[src/design/bccd_pkg.sv]
`timescale 1ns / 1ps
// ----------------------------------------------------------------------------
// bccd_pkg
// Shared widths, register indexes, event codes and phase codes for the
// button chord click detector.
// ----------------------------------------------------------------------------
package bccd_pkg;

    // Number of debounced buttons (1..32); raw levels beyond eight read low
    localparam int BUTTONS   = 8;
    localparam int WIDE_W    = 32;
    localparam int HIST_W    = 4;

    localparam int RAW_W     = 8;
    localparam int ELAPSED_W = 16;
    localparam int MASK_W    = 8;
    localparam int EVSEL_W   = 3;
    localparam int TIME_W    = 16;
    localparam int PHASE_W   = 3;
    localparam int COUNT_W   = 8;

    localparam int S_DATA_W  = 24;
    localparam int M_DATA_W  = 24;

    localparam int CFG_IDX_W  = 2;
    localparam int CFG_DATA_W = 16;

    // Register indexes
    localparam logic [CFG_IDX_W-1:0] REG_CHORD_MASK = 2'd0;
    localparam logic [CFG_IDX_W-1:0] REG_EVENT_SEL  = 2'd1;
    localparam logic [CFG_IDX_W-1:0] REG_CLICK_TIME = 2'd2;
    localparam logic [CFG_IDX_W-1:0] REG_LONG_TIME  = 2'd3;

    // Register reset values
    localparam logic [MASK_W-1:0]  CHORD_MASK_RST = 8'd1;
    localparam logic [EVSEL_W-1:0] EVENT_SEL_RST  = 3'd3;
    localparam logic [TIME_W-1:0]  CLICK_TIME_RST = 16'd300;
    localparam logic [TIME_W-1:0]  LONG_TIME_RST  = 16'd1000;

    // Event codes
    localparam logic [EVSEL_W-1:0] EV_DOWN       = 3'd0;
    localparam logic [EVSEL_W-1:0] EV_UP         = 3'd1;
    localparam logic [EVSEL_W-1:0] EV_REPEAT     = 3'd2;
    localparam logic [EVSEL_W-1:0] EV_CLICK      = 3'd3;
    localparam logic [EVSEL_W-1:0] EV_DOUBLE     = 3'd4;
    localparam logic [EVSEL_W-1:0] EV_LONG_START = 3'd5;
    localparam logic [EVSEL_W-1:0] EV_LONG_HOLD  = 3'd6;

    // Phase codes
    localparam logic [PHASE_W-1:0] PH_IDLE   = 3'd0;
    localparam logic [PHASE_W-1:0] PH_FIRST  = 3'd1;
    localparam logic [PHASE_W-1:0] PH_WAIT   = 3'd2;
    localparam logic [PHASE_W-1:0] PH_REPEAT = 3'd3;
    localparam logic [PHASE_W-1:0] PH_LONG   = 3'd4;

    localparam logic [HIST_W-1:0]  HIST_ALL_HIGH = 4'hf;
    localparam logic [HIST_W-1:0]  HIST_ALL_LOW  = 4'h0;
    localparam logic [TIME_W-1:0]  TIMER_MAX     = 16'hffff;
    localparam logic [COUNT_W-1:0] COUNT_MAX     = 8'hff;

endpackage

[src/design/button_chord_click_detector_core.sv]
`timescale 1ns / 1ps
// ----------------------------------------------------------------------------
// button_chord_click_detector_core
// Debounces up to BUTTONS raw levels, forms a masked chord and runs the
// click / double click / long press state machine, one tick per transaction.
// ----------------------------------------------------------------------------
//  Channel   Direction  Fields (low bit first)
//  s_*       in         raw_levels[7:0], elapsed_ms[23:8]
//  m_*       out        fire[0], debounced_levels[8:1], chord_pressed[9],
//                       phase[12:10], press_count_out[20:13]
//  cfg_*     in         write enable, index 0..3, 16-bit data
//
//  A tick is processed in the cycle it is accepted; its result appears in the
//  output register on the next cycle. Sustained rate is one tick per cycle
//  while m_tready is high. s_tready is low only while the output register
//  holds a result and m_tready is low. Reset (aresetn low, synchronous) clears
//  all state but the output data register and loads the register defaults.
// ----------------------------------------------------------------------------
module button_chord_click_detector_core (
    input  logic                               aclk,
    input  logic                               aresetn,
    // raw_levels[7:0], elapsed_ms[23:8]
    input  logic                               s_tvalid,
    output logic                               s_tready,
    input  logic [bccd_pkg::S_DATA_W-1:0]      s_tdata,
    // fire, debounced_levels, chord_pressed, phase, press_count_out, pad
    output logic                               m_tvalid,
    input  logic                               m_tready,
    output logic [bccd_pkg::M_DATA_W-1:0]      m_tdata,
    input  logic                               cfg_wr_en,
    input  logic [bccd_pkg::CFG_IDX_W-1:0]     cfg_index,
    input  logic [bccd_pkg::CFG_DATA_W-1:0]    cfg_wdata
);

    // Configuration registers
    logic [bccd_pkg::MASK_W-1:0]  chord_mask_reg;
    logic [bccd_pkg::EVSEL_W-1:0] event_sel_reg;
    logic [bccd_pkg::TIME_W-1:0]  click_time_reg;
    logic [bccd_pkg::TIME_W-1:0]  long_time_reg;

    // Tick state
    logic [bccd_pkg::HIST_W-1:0]  hist_reg [bccd_pkg::BUTTONS];
    logic [bccd_pkg::HIST_W-1:0]  hist_next [bccd_pkg::BUTTONS];
    logic [bccd_pkg::BUTTONS-1:0] deb_reg, deb_next;
    logic [bccd_pkg::PHASE_W-1:0] phase_reg, phase_next;
    logic [bccd_pkg::TIME_W-1:0]  timer_reg, timer_next;
    logic [bccd_pkg::COUNT_W-1:0] count_reg, count_next;

    // Output register
    logic                          out_valid_reg;
    logic [bccd_pkg::M_DATA_W-1:0] out_data_reg, out_data_next;

    logic                          s_accept;
    logic [bccd_pkg::RAW_W-1:0]    raw;
    logic [bccd_pkg::ELAPSED_W-1:0] elapsed;
    logic [bccd_pkg::WIDE_W-1:0]   raw_wide, deb_wide;
    logic [bccd_pkg::BUTTONS-1:0]  raw_ext;
    logic [bccd_pkg::MASK_W-1:0]   deb8;
    logic                          pressed;
    logic [bccd_pkg::TIME_W:0]     timer_sum;
    logic [bccd_pkg::TIME_W-1:0]   timer_adv;
    logic                          fire;

    assign s_tready = !out_valid_reg || m_tready;
    assign s_accept = s_tvalid && s_tready;
    assign m_tvalid = out_valid_reg;
    assign m_tdata  = out_data_reg;

    assign raw     = s_tdata[bccd_pkg::RAW_W-1:0];
    assign elapsed = s_tdata[bccd_pkg::RAW_W +: bccd_pkg::ELAPSED_W];

    // Buttons beyond the raw field read low
    assign raw_wide = bccd_pkg::WIDE_W'(raw);
    assign raw_ext  = raw_wide[bccd_pkg::BUTTONS-1:0];

    // Shift debounce per button
    always_comb begin
        deb_next = deb_reg;
        for (int i = 0; i < bccd_pkg::BUTTONS; i++) begin
            hist_next[i] = {hist_reg[i][bccd_pkg::HIST_W-2:0], raw_ext[i]};
            if (hist_next[i] == bccd_pkg::HIST_ALL_HIGH) begin
                deb_next[i] = 1'b1;
            end else if (hist_next[i] == bccd_pkg::HIST_ALL_LOW) begin
                deb_next[i] = 1'b0;
            end
        end
    end

    // Chord over the low eight buttons; absent buttons count as released
    assign deb_wide = bccd_pkg::WIDE_W'(deb_next);
    assign deb8     = deb_wide[bccd_pkg::MASK_W-1:0];
    assign pressed  = (deb8 & chord_mask_reg) == chord_mask_reg;

    // Saturating timer advance
    assign timer_sum = {1'b0, timer_reg} + {1'b0, elapsed};
    assign timer_adv = timer_sum[bccd_pkg::TIME_W] ? bccd_pkg::TIMER_MAX
                                                   : timer_sum[bccd_pkg::TIME_W-1:0];

    // Click state machine
    always_comb begin
        phase_next = phase_reg;
        timer_next = timer_adv;
        count_next = count_reg;
        fire       = 1'b0;
        case (phase_reg)
            bccd_pkg::PH_IDLE: begin
                if (pressed) begin
                    fire       = (event_sel_reg == bccd_pkg::EV_DOWN);
                    timer_next = '0;
                    count_next = bccd_pkg::COUNT_W'(1);
                    phase_next = bccd_pkg::PH_FIRST;
                end
            end
            bccd_pkg::PH_FIRST: begin
                if (!pressed) begin
                    fire       = (event_sel_reg == bccd_pkg::EV_UP);
                    timer_next = '0;
                    phase_next = bccd_pkg::PH_WAIT;
                end else if (timer_adv > long_time_reg) begin
                    fire       = (event_sel_reg == bccd_pkg::EV_LONG_START);
                    phase_next = bccd_pkg::PH_LONG;
                end
            end
            bccd_pkg::PH_WAIT: begin
                if (pressed) begin
                    fire = (event_sel_reg == bccd_pkg::EV_DOWN) ||
                           (event_sel_reg == bccd_pkg::EV_REPEAT);
                    if (count_reg != bccd_pkg::COUNT_MAX) begin
                        count_next = count_reg + 1'b1;
                    end
                    timer_next = '0;
                    phase_next = bccd_pkg::PH_REPEAT;
                end else if (timer_adv > click_time_reg) begin
                    fire = ((count_reg == bccd_pkg::COUNT_W'(1)) &&
                            (event_sel_reg == bccd_pkg::EV_CLICK)) ||
                           ((count_reg == bccd_pkg::COUNT_W'(2)) &&
                            (event_sel_reg == bccd_pkg::EV_DOUBLE));
                    phase_next = bccd_pkg::PH_IDLE;
                end
            end
            bccd_pkg::PH_REPEAT: begin
                if (!pressed) begin
                    fire = (event_sel_reg == bccd_pkg::EV_UP);
                    if (timer_adv < click_time_reg) begin
                        timer_next = '0;
                        phase_next = bccd_pkg::PH_WAIT;
                    end else begin
                        phase_next = bccd_pkg::PH_IDLE;
                    end
                end else if (timer_adv > click_time_reg) begin
                    phase_next = bccd_pkg::PH_IDLE;
                end
            end
            bccd_pkg::PH_LONG: begin
                if (pressed) begin
                    fire = (event_sel_reg == bccd_pkg::EV_LONG_HOLD);
                end else begin
                    fire       = (event_sel_reg == bccd_pkg::EV_UP);
                    phase_next = bccd_pkg::PH_IDLE;
                end
            end
            default: begin
                phase_next = bccd_pkg::PH_IDLE;
            end
        endcase
    end

    // Result packing
    assign out_data_next = bccd_pkg::M_DATA_W'({count_next, phase_next, pressed,
                                                deb8, fire});

    // Configuration writes
    always_ff @(posedge aclk) begin
        if (!aresetn) begin
            chord_mask_reg <= bccd_pkg::CHORD_MASK_RST;
            event_sel_reg  <= bccd_pkg::EVENT_SEL_RST;
            click_time_reg <= bccd_pkg::CLICK_TIME_RST;
            long_time_reg  <= bccd_pkg::LONG_TIME_RST;
        end else if (cfg_wr_en) begin
            case (cfg_index)
                bccd_pkg::REG_CHORD_MASK: begin
                    chord_mask_reg <= cfg_wdata[bccd_pkg::MASK_W-1:0];
                end
                bccd_pkg::REG_EVENT_SEL: begin
                    event_sel_reg <= cfg_wdata[bccd_pkg::EVSEL_W-1:0];
                end
                bccd_pkg::REG_CLICK_TIME: begin
                    click_time_reg <= cfg_wdata[bccd_pkg::TIME_W-1:0];
                end
                bccd_pkg::REG_LONG_TIME: begin
                    long_time_reg <= cfg_wdata[bccd_pkg::TIME_W-1:0];
                end
                default: begin
                end
            endcase
        end
    end

    // Tick state update on each accepted transaction
    always_ff @(posedge aclk) begin
        if (!aresetn) begin
            for (int i = 0; i < bccd_pkg::BUTTONS; i++) begin
                hist_reg[i] <= '0;
            end
            deb_reg   <= '0;
            phase_reg <= bccd_pkg::PH_IDLE;
            timer_reg <= '0;
            count_reg <= '0;
        end else if (s_accept) begin
            for (int i = 0; i < bccd_pkg::BUTTONS; i++) begin
                hist_reg[i] <= hist_next[i];
            end
            deb_reg   <= deb_next;
            phase_reg <= phase_next;
            timer_reg <= timer_next;
            count_reg <= count_next;
        end
    end

    // Output register
    always_ff @(posedge aclk) begin
        if (!aresetn) begin
            out_valid_reg <= 1'b0;
        end else if (s_accept) begin
            out_valid_reg <= 1'b1;
        end else if (m_tready) begin
            out_valid_reg <= 1'b0;
        end
    end

    always_ff @(posedge aclk) begin
        if (s_accept) begin
            out_data_reg <= out_data_next;
        end
    end

endmodule

[config.mk]
export PLATFORM = sky130hd
export DESIGN_NAME = button_chord_click_detector_core
export DESIGN_NICKNAME = d
export VERILOG_FILES = /design/src/design/bccd_pkg.sv /design/src/design/button_chord_click_detector_core.sv
export SDC_FILE = /design/constraint.sdc
export NUM_CORES = 1
export LEC_CHECK = 0
export CAP_MARGIN = 20
export CORE_MARGIN = 2
export CORE_UTILIZATION = 40
export CTS_CLUSTER_SIZE = 8
export DETAILED_ROUTE_END_ITERATION = 16
export DONT_BUFFER_PORTS = 1
export PLACE_DENSITY_LB_ADDON = 0.15
export SLEW_MARGIN = 20
export SYNTH_ARGS = -nofsm -noshare
export SYNTH_HDL_FRONTEND = slang
export SYNTH_SLANG_ARGS = --single-unit
[constraint.sdc]
create_clock -name aclk -period 4.2 [get_ports aclk]
set_input_delay 0.21 -clock aclk [delete_from_list [all_inputs] [get_ports aclk]]
set_output_delay 0.21 -clock aclk [all_outputs]
set_load 0.03 [all_outputs]
==> results of run 1 <==
-- power by group --
group / internal (W) / switching [W]
Clock: 0.000802 / 0.000537
Combinational: 0.000670 / 0.000677
Sequential: 0.00133 / 0.0000741
Total: 0.00280 / 0.00129
-- placed cells by master (no fill, tap or decap), drive strengths merged, types with 3 or more instances in the layout --
master and instances:
a31oi 5, xor2 5, buf 64, o31ai 4, nor4 7, or2 10
nand3 19, a22o 16, o21ai 24, and2 9, a21o 17, clkinv 10
xnor2 3, or4 3, nor2b 6, nor2 44, a211oi 16, ha 51
and3 22, nor3 8, nand2 100, conb 3, a21oi 67, o21bai 3
nand4 11, edfxtp 45, dfxtp 79, dlygate4sd3 25, o211ai 14, mux2i 8
inv 51, or3 5, a31o 7, o31a 8, nand4b 3, clkbuf 22
nand2b 9, clkinvlp 4, nand3b 3
-- cells by family after synthesis --
family | count (synthesis)
XOR/XNOR | 8
adder cells (fa/ha/maj) | 52
other | 1
AND/OR/NAND/NOR | 265
multiplexers | 8
flip-flops | 124
AO/OA/AOI/OAI | 207
buffers and inverters | 92
-- metal layers --
layer  global-route usage  up-vias  wire length (µm)
li1                     -     2916                 -
met1               0.2851     2813              8815
met2               0.2995      154              7964
met3              0.06006       28              1078
met4              0.06192        0               253
met5                    0        -                 0
-- synthesized netlist by cell type, types with 10 or more instances --
library cell	instances	area (µm²)
sky130_fd_sc_hd__nand2_1	100	375.4
sky130_fd_sc_hd__dfxtp_1	79	1582
sky130_fd_sc_hd__a21oi_1	66	330.3
sky130_fd_sc_hd__ha_1	51	638.1
sky130_fd_sc_hd__inv_1	51	191.4
sky130_fd_sc_hd__edfxtp_1	45	1351
sky130_fd_sc_hd__nor2_1	43	161.4
sky130_fd_sc_hd__clkbuf_1	28	105.1
sky130_fd_sc_hd__and3_1	22	137.6
sky130_fd_sc_hd__o21ai_0	20	100.1
sky130_fd_sc_hd__nand3_1	19	95.09
sky130_fd_sc_hd__a21o_1	17	127.6
sky130_fd_sc_hd__a22o_1	16	140.1
sky130_fd_sc_hd__a211oi_1	14	105.1
sky130_fd_sc_hd__o211ai_1	14	105.1
sky130_fd_sc_hd__nand4_1	10	62.56
-- metrics by stage --
step	power, W	setup slack, ps	util	area, µm²
finish	0.004085	-75.89	0.5273	8807
global route	0.004302	-234.4	0.5273	8807
CTS	0.003932	7.270	0.5091	8502
detailed placement	0.002432	-445.9	0.4450	7432
global placement	0.002397	-273.2	0.4450	7432
floorplan	0.002032	15.12	-	6888
-- layout make-up --
| cell class | count | share of cell area |
|---|---|---|
| well taps | 220 | 0.03125 |
| clock buffers | 19 | 0.04915 |
| flip-flops and latches | 124 | 0.3331 |
| clock inverters | 13 | 0.01165 |
| repair buffers | 92 | 0.09376 |
| inverters | 53 | 0.02316 |
| multi-input cells | 543 | 0.4579 |
-- worst register-to-register path, stage by stage, from the launching register on --
cell and delay [ps]:
sky130_fd_sc_hd__dfxtp_2 330, sky130_fd_sc_hd__ha_4 160, sky130_fd_sc_hd__fa_2 370, sky130_fd_sc_hd__a211oi_4 270
sky130_fd_sc_hd__o21ai_2 100, sky130_fd_sc_hd__a211o_1 330, sky130_fd_sc_hd__a21oi_2 220, sky130_fd_sc_hd__o41ai_4 160
sky130_fd_sc_hd__clkbuf_16 200, sky130_fd_sc_hd__or2_4 260, sky130_fd_sc_hd__ha_4 220, sky130_fd_sc_hd__a21oi_1 130
sky130_fd_sc_hd__a21o_1 140, sky130_fd_sc_hd__a211oi_2 60, sky130_fd_sc_hd__or4_4 550, sky130_fd_sc_hd__nand2_4 90
sky130_fd_sc_hd__a311oi_4 140, sky130_fd_sc_hd__buf_12 210, sky130_fd_sc_hd__a22o_1 200
-- worst max path at each step --
stage                               from                          to  slack (ps)
2_1_floorplan  timer_reg[0]$_SDFFE_PN0P_   phase_reg[0]$_SDFFE_PN0P_          20
3_3_place_gp   timer_reg[0]$_SDFFE_PN0P_  timer_reg[10]$_SDFFE_PN0P_        -270
3_5_place_dp   timer_reg[0]$_SDFFE_PN0P_   timer_reg[2]$_SDFFE_PN0P_        -450
4_1_cts        timer_reg[0]$_SDFFE_PN0P_       m_tdata[10]$_DFFE_PP_           7
5_1_grt        timer_reg[5]$_SDFFE_PN0P_  timer_reg[15]$_SDFFE_PN0P_        -230
6_report       timer_reg[0]$_SDFFE_PN0P_  timer_reg[15]$_SDFFE_PN0P_         -80
-- timing repair --
action / in CTS / in global routing
buffers inserted: 6 / 1
gates cloned: 1 / 1
hold endpoints to repair: 57 / 0
pin swaps: 22 / 37
hold buffers: 25 / 0
endpoints found under the setup margin: 23 / 23
resized for setup: 32 / 42
==> Implementation_results.wiki, run 1 <==
{| class="wikitable"
! Metric !! Value
|-
| Crit-path cells || ha_4 > fa_2 > a211oi_4 > o21ai_2 > a211o_1 > a21oi_2 > o41ai_4 > clkbuf_16 > or2_4 > ha_4 > a21oi_1 > a21o_1 > a211oi_2 > or4_4 > nand2_4 > a311oi_4 > buf_12 > a22o_1
|-
| Final critical-path required period || 4276 ps
|-
| Number of slew-limit violations in the final report || 0
|-
| Asr flop ratio synth || 0
|-
| Standard cell core area || 16700 µm²
|-
| HPWL after DPL || 12480 µm
|-
| Post-Synthesis Cell Area || 6874 µm²
|-
| Share of synthesized area spent on multiplexers || 0.01165
|-
| Worst-case hold slack || 11.54 ps
|-
| Die height || 135.1 µm
|-
| H-Tree Depth || 4
|-
| Seq cells post-synth || 124
|-
| Maximum number of pins on one net before global-route repair || 53
|-
| Number of optimization iterations in the first detailed-route pass || 7
|-
| Most used flip-flop cell after synthesis || sky130_fd_sc_hd__dfxtp_1
|-
| Area of the die || 18250 µm²
|-
| Clock-pin slew of the registers on the worst-case setup and hold paths || 60 ps
|-
| Xor/xnor cell area share of the yosys netlist || 0.01019
|-
| Simple-gate share of the synthesized area || 0.1900
|-
| Sequential cell area in the final layout || 2934 µm²
|-
| Quantity of I/O buffers inserted on ports || 0
|-
| Routed vias || 5911
|-
| Highest cell delay on the worst timing path || around 550 ps
|-
| Number of top-level pins || 73
|-
| Worst-margin pin slew || 1004 ps
|-
| CTS tree || built
|-
| Worst slew margin || 0.3287
|-
| Via density || 5.555
|-
| Ant diodes || 0
|-
| Library cell used as clock root buffer || sky130_fd_sc_hd__clkbuf_16
|-
| Maximum clock frequency || 0.2339 GHz
|-
| Vias in the first global route || 5701
|-
| Critical R2R Launch || timer_reg[0]$_SDFFE_PN0P_
|-
| Routed WL per cell || approximately 17 µm
|-
| Setup Skew || 13.75 ps
|-
| First-pass GRT wire length || slightly below 30000 µm
|-
| Fraction of the yosys area taken by sequential cells || 0.4266
|-
| Number of cells traversed by the worst register-to-register path || 18
|-
| Compound-gate portion of the synthesized area || 0.2084
|-
| Die Wd || 135.1 µm
|-
| Worst setup slack after layout || -75.89 ps
|-
| Final sum of negative setup slack || -976.0 ps
|-
| Peak supply drop || between 200 and 300 µV
|-
| Post-layout nets || 930
|-
| Slowest-stage cell, CP || sky130_fd_sc_hd__or4_4
|-
| Required time worst endpoint || 4500 ps
|-
| Cell type with the highest occurrence count on the critical path || sky130_fd_sc_hd__ha_4
|-
| Result of the run || finished with violations
|-
| Path class of the lowest-slack min-delay path || in2reg
|-
| Buffers & Inverters on Critical Path || 2
|-
| Setup violators final || 19
|-
| Proportion of layout cells with a drive suffix above 1 || 0.2050
|-
| Layout overhead on the synthesized area || 28.12%
|-
| 1st-iter DRT viols || 398
|-
| Endpoint of the lowest-slack register-to-register path || timer_reg[15]$_SDFFE_PN0P_
|-
| Critical path capture point type || register
|-
| Max FFs per register || 24
|-
| Antenna violations before repair || 0
|-
| Flop2flop setup slack || -80 ps
|-
| Initial core utilization || 0.4116
|-
| Crit path DAT || about 4600 ps
|-
| Leftover overflow at the end of global routing || 0
|-
| Mean area per synthesized cell || 9.081 µm²
|-
| Beginning of the worst hold path || s_tdata[2]
|-
| Maximum fanout along the worst path || 8
|-
| RSZ-0062 raised after global routing || yes
|-
| Remaining design rule violation count || 0
|-
| Leakage power figure || approximately 3.6 nW
|-
| Clock latency reported for the late side of the worst-skew pair || 420 ps
|-
| # Max-Cap Violations || 0
|-
| Dominant combinational cell family by area after synthesis || compound AO/OA/AOI/OAI gates
|-
| Antenna Violating Nets Remaining || 0
|-
| Stages on the worst setup path || 18
|-
| Instance count along the most critical hold path || 1
|-
| Area taken by multi-input logic gates || 4033 µm²
|-
| Fin. Hold Viols || 0
|-
| Wirelength, routed || 18110 µm
|-
| Total placed cells including tap cells || 999
|-
| Final clock period utilization by the worst path || 1.018
|-
| Yosys warning count || 0
|-
| Count of flip-flops with a built-in enable after synthesis || 45
|-
| Post-synthesis cell type count || 77
|-
| Post-Synth Adder-Cell Area || 0.09574
|-
| Worst Hold Path EP || hist_reg[0][8]$_SDFFCE_PN0P_
|-
| Sink Count || 124
|-
| CP delay by family, top || compound AO/OA/AOI/OAI gates
|-
| Worst Path Class, Setup || reg2reg
|-
| Final weighted congestion in routability-driven placement || 0.8701
|-
| Gr usage total || 0.2024
|-
| Kind of launch point of the worst setup path || register
|-
| Count of mapped cells out of synthesis || 757
|-
| Max Buffers Root-to-Sink || 2
|-
| Failing checks || negative setup slack
|-
| Power per unit of standard cell area || 463.8 nW/µm²
|-
| Fill cell instance count of the final layout || 1497
|-
| Final Non-Filler Cells || 1064
|-
| Number of buffers created by CTS || 17
|-
| Total number of placement rows || between 40 and 50
|}
Note: power is estimated with default switching activity, not from simulation.
==> run 2: changes to the inputs <==
- ABC_AREA: not set -> 1
- CTS_CLUSTER_SIZE: 8 -> 16
==> run 2 against run 1 <==
Effect of this change: the run now ends clean; combinational power down 33%; sequential share of layout area up 3.5 points; clock-buffer cell count unchanged; synthesized area increased by 0.66%; global-route usage down 0.15 points; total power fell by 7.8%; via count decreased by 1.4%; hold slack worse by 2.4 ps; largest power group is now clock.
==> Implementation_results.wiki, run 2 <==
{| class="wikitable"
! Metric !! Value
|-
| Result of the run || finished clean
|-
| Post-layout nets || between 1000 and 1500
|-
| Clock-pin slew of the registers on the worst-case setup and hold paths || 60 ps
|-
| Biggest area contributors in the synthesized netlist || sky130_fd_sc_hd__dfxtp_1, sky130_fd_sc_hd__edfxtp_1, sky130_fd_sc_hd__nand2_1
|-
| Leading cell types in the layout, fill and taps excluded || sky130_fd_sc_hd__nand2_1, sky130_fd_sc_hd__inv_1, sky130_fd_sc_hd__nor2_1
|-
| Final weighted congestion in routability-driven placement || 0.8285
|-
| Most used flip-flop cell after synthesis || sky130_fd_sc_hd__dfxtp_1
|-
| Maximum clock frequency || 0.2663 GHz
|-
| Sink Count || 124
|-
| Fraction of the yosys area taken by sequential cells || 0.4239
|-
| Fin. Hold Viols || 0
|-
| Asr flop ratio synth || 0
|-
| Clock latency reported for the late side of the worst-skew pair || 430 ps
|-
| Mean area per synthesized cell || 7.529 µm²
|-
| Worst-margin pin slew || 897.3 ps
|-
| Most repeated cell in the gate-level netlist after synthesis || sky130_fd_sc_hd__nand2_1
|-
| Leftover overflow at the end of global routing || 0
|-
| Leakage power figure || 3.754 nW
|-
| Critical path capture point type || register
|-
| Max Buffers Root-to-Sink || 2
|-
| Setup violators final || 0
|-
| Setup Skew || 10.75 ps
|-
| Gr usage total || 0.2009
|-
| Worst-case hold slack || around 9.1 ps
|-
| Wirelength, routed || 17340 µm
|-
| Via density || 4.927
|-
| First-pass GRT wire length || 28690 µm
|-
| Post-synthesis cell type count || 38
|-
| Portion of synthesized cell area occupied by the leading cell type || 0.2286
|-
| Most frequent cells after synthesis || sky130_fd_sc_hd__nand2_1, sky130_fd_sc_hd__inv_1, sky130_fd_sc_hd__nor2_1
|-
| Most common cell after layout, fill and taps aside || sky130_fd_sc_hd__nand2_1
|-
| Count of flip-flops with a built-in enable after synthesis || 45
|-
| Fill cell instance count of the final layout || 1722
|-
| Antenna Violating Nets Remaining || 0
|-
| Routed vias || about 5800
|-
| Buffers & Inverters on Critical Path || 1
|-
| Beginning of the worst hold path || cfg_wdata[11]
|-
| Crit-path cells || ha_1 > fa_1 > nand3_1 > nand3_1 > nand3_1 > nand2_1 > nand3_1 > nand2_1 > inv_1 > nand3_1 > ha_1 > a21oi_1 > o21ai_0 > a21oi_1 > nand3_1 > nand2_1 > nand3_2 > nand3_1 > nand2_1
|-
| Antenna violations before repair || 0
|-
| Sequential cell area in the final layout || 2933 µm²
|-
| Crit path DAT || 4070 ps
|-
| Required time worst endpoint || 4520 ps
|-
| Number of top-level pins || 73
|-
| Count of mapped cells out of synthesis || 919
|-
| Standard cell core area || 17120 µm²
|-
| Ant diodes || 0
|-
| Area taken by multi-input logic gates || 3401 µm²
|-
| Total number of placement rows || 48
|-
| Worst Path Class, Setup || reg2reg
|-
| Worst slew margin || 0.4012
|-
| CTS tree || built
|-
| Max FFs per register || 24
|-
| CP delay by family, top || simple AND/OR/NAND/NOR gates
|-
| Maximum number of pins on one net before global-route repair || 44
|-
| Routed WL per cell || 14.66 µm
|-
| Final critical-path required period || about 3800 ps
|-
| H-Tree Depth || 4
|-
| Power per unit of standard cell area || 473.0 nW/µm²
|-
| Kind of launch point of the worst setup path || register
|-
| Yosys warning count || 0
|-
| Seq cells post-synth || 124
|-
| Highest cell delay on the worst timing path || 430 ps
|-
| Cell type with the highest occurrence count on the critical path || sky130_fd_sc_hd__nand3_1
|-
| Worst Hold Path EP || long_time_reg[11]$_SDFFE_PN0P_
|-
| HPWL after DPL || around 12000 µm
|-
| Number of buffers created by CTS || 17
|-
| Quantity of I/O buffers inserted on ports || 0
|-
| Final clock period utilization by the worst path || 0.8940
|-
| # Max-Cap Violations || 0
|-
| Remaining design rule violation count || 0
|-
| RSZ-0062 raised after global routing || no
|-
| Number of optimization iterations in the first detailed-route pass || 5
|-
| Layout overhead on the synthesized area || 15.10%
|-
| Maximum fanout along the worst path || 16
|-
| Die height || around 140 µm
|-
| Path class of the lowest-slack min-delay path || in2reg
|-
| Final sum of negative setup slack || 0 ps
|-
| Endpoint of the lowest-slack register-to-register path || timer_reg[4]$_SDFFE_PN0P_
|-
| Quantity of gates resized following cts || 0
|-
| 1st-iter DRT viols || 357
|-
| Library cell used as clock root buffer || sky130_fd_sc_hd__clkbuf_16
|-
| Post-Synthesis Cell Area || 6919 µm²
|-
| Initial core utilization || 0.4042
|-
| Peak supply drop || 304.0 µV
|-
| Critical R2R Launch || timer_reg[0]$_SDFFE_PN0P_
|-
| Area of the die || 18370 µm²
|-
| Number of cells traversed by the worst register-to-register path || 19
|-
| Slowest-stage cell, CP || sky130_fd_sc_hd__fa_1
|-
| Number of slew-limit violations in the final report || 0
|-
| Proportion of layout cells with a drive suffix above 1 || 0.05846
|-
| Vias in the first global route || 5649
|-
| Library cell occupying the most area in the post-synthesis netlist || sky130_fd_sc_hd__dfxtp_1
|-
| Instance count along the most critical hold path || 2
|-
| Die Wd || 135.5 µm
|-
| Flop2flop setup slack || approximately 450 ps
|}
run 2: cell count changes after synthesis, moves of 14 or more:
cell                       delta
sky130_fd_sc_hd__a21o_1      -14
sky130_fd_sc_hd__a211oi_1    -14
sky130_fd_sc_hd__o21ai_0     +32
sky130_fd_sc_hd__nor2_1      +57
sky130_fd_sc_hd__clkbuf_1    -15
sky130_fd_sc_hd__inv_1       +68
sky130_fd_sc_hd__and3_1      -22
sky130_fd_sc_hd__nand3_1     +56
sky130_fd_sc_hd__nand2_1    +125
run 2: logic make-up after synthesis:
family,synth area share
flops,0.4239
xor+xnor,0.01392
simple gates,0.2660
compound gates,0.1145
other cells,0.0005420
fa+ha+maj,0.09512
buf+inv,0.08608
run 2: per-layer routing:
layer | routed length, µm | GRT usage | up-vias | part of all wire
li1 | - | - | 3060 | -
met1 | 8801 | 0.2777 | 2617 | 0.51
met2 | 7577 | 0.3091 | 124 | 0.44
met3 | 676 | 0.04826 | 28 | 0.039
met4 | 282 | 0.06655 | 0 | 0.016
met5 | 0 | 0 | - | 0
run 2: metrics by stage:
stage               instances  cell area (µm²)  utilization  power, W  setup slack (ps)
finish                   1183             7964       0.4653  0.003767             445.3
CTS                      1183             7964       0.4653  0.003796             457.1
floorplan                 921             6927            -  0.002091              1067
global placement         1126             7119       0.4159  0.002299             595.3
detailed placement       1126             7119       0.4159  0.002302             476.0
global route             1183             7964       0.4653  0.004007             3.876
run 2: worst register-to-register path, cell delays in order, from the launching register on:
cell	delay [ps]
sky130_fd_sc_hd__dfxtp_1	320
sky130_fd_sc_hd__ha_1	220
sky130_fd_sc_hd__fa_1	430
sky130_fd_sc_hd__nand3_1	110
sky130_fd_sc_hd__nand3_1	120
sky130_fd_sc_hd__nand3_1	100
sky130_fd_sc_hd__nand2_1	90
sky130_fd_sc_hd__nand3_1	80
sky130_fd_sc_hd__nand2_1	170
sky130_fd_sc_hd__inv_1	230
sky130_fd_sc_hd__nand3_1	210
sky130_fd_sc_hd__ha_1	350
sky130_fd_sc_hd__a21oi_1	140
sky130_fd_sc_hd__o21ai_0	90
sky130_fd_sc_hd__a21oi_1	190
sky130_fd_sc_hd__nand3_1	130
sky130_fd_sc_hd__nand2_1	110
sky130_fd_sc_hd__nand3_2	310
sky130_fd_sc_hd__nand3_1	180
sky130_fd_sc_hd__nand2_1	70
run 2: power by group:
part	switching (W)	internal, W	total, W
Combinational	0.000582	0.000328	0.000910
Sequential	0.0000709	0.00133	0.00140
Clock	0.000568	0.000889	0.00146
run 2: worst max-delay path by stage:
| stage | from | endpoint | slack [ps] | cells after the start |
|---|---|---|---|---|
| 6_report | timer_reg[0]$_SDFFE_PN0P_ | timer_reg[4]$_SDFFE_PN0P_ | 450 | 19 |
| 5_1_grt | timer_reg[0]$_SDFFE_PN0P_ | timer_reg[14]$_SDFFE_PN0P_ | 4 | 19 |
| 4_1_cts | timer_reg[0]$_SDFFE_PN0P_ | timer_reg[12]$_SDFFE_PN0P_ | 460 | 19 |
| 3_5_place_dp | timer_reg[0]$_SDFFE_PN0P_ | timer_reg[6]$_SDFFE_PN0P_ | 480 | 19 |
| 3_3_place_gp | timer_reg[0]$_SDFFE_PN0P_ | timer_reg[0]$_SDFFE_PN0P_ | 600 | 19 |
| 2_1_floorplan | timer_reg[0]$_SDFFE_PN0P_ | timer_reg[0]$_SDFFE_PN0P_ | 1070 | 24 |
run 2: layout make-up:
cell class / count / share of cell area
multi-input combinational: 649 / 0.4270
clock inverter: 13 / 0.01775
timing repair buffer: 30 / 0.03739
inverter: 123 / 0.05860
sequential: 124 / 0.3683
tap: 225 / 0.03535
clock buffer: 19 / 0.05562
run 2: timing repair:
item,CTS,global route
hold endpoints to repair,54,0
hold buffers,25,0
setup buffers,0,0
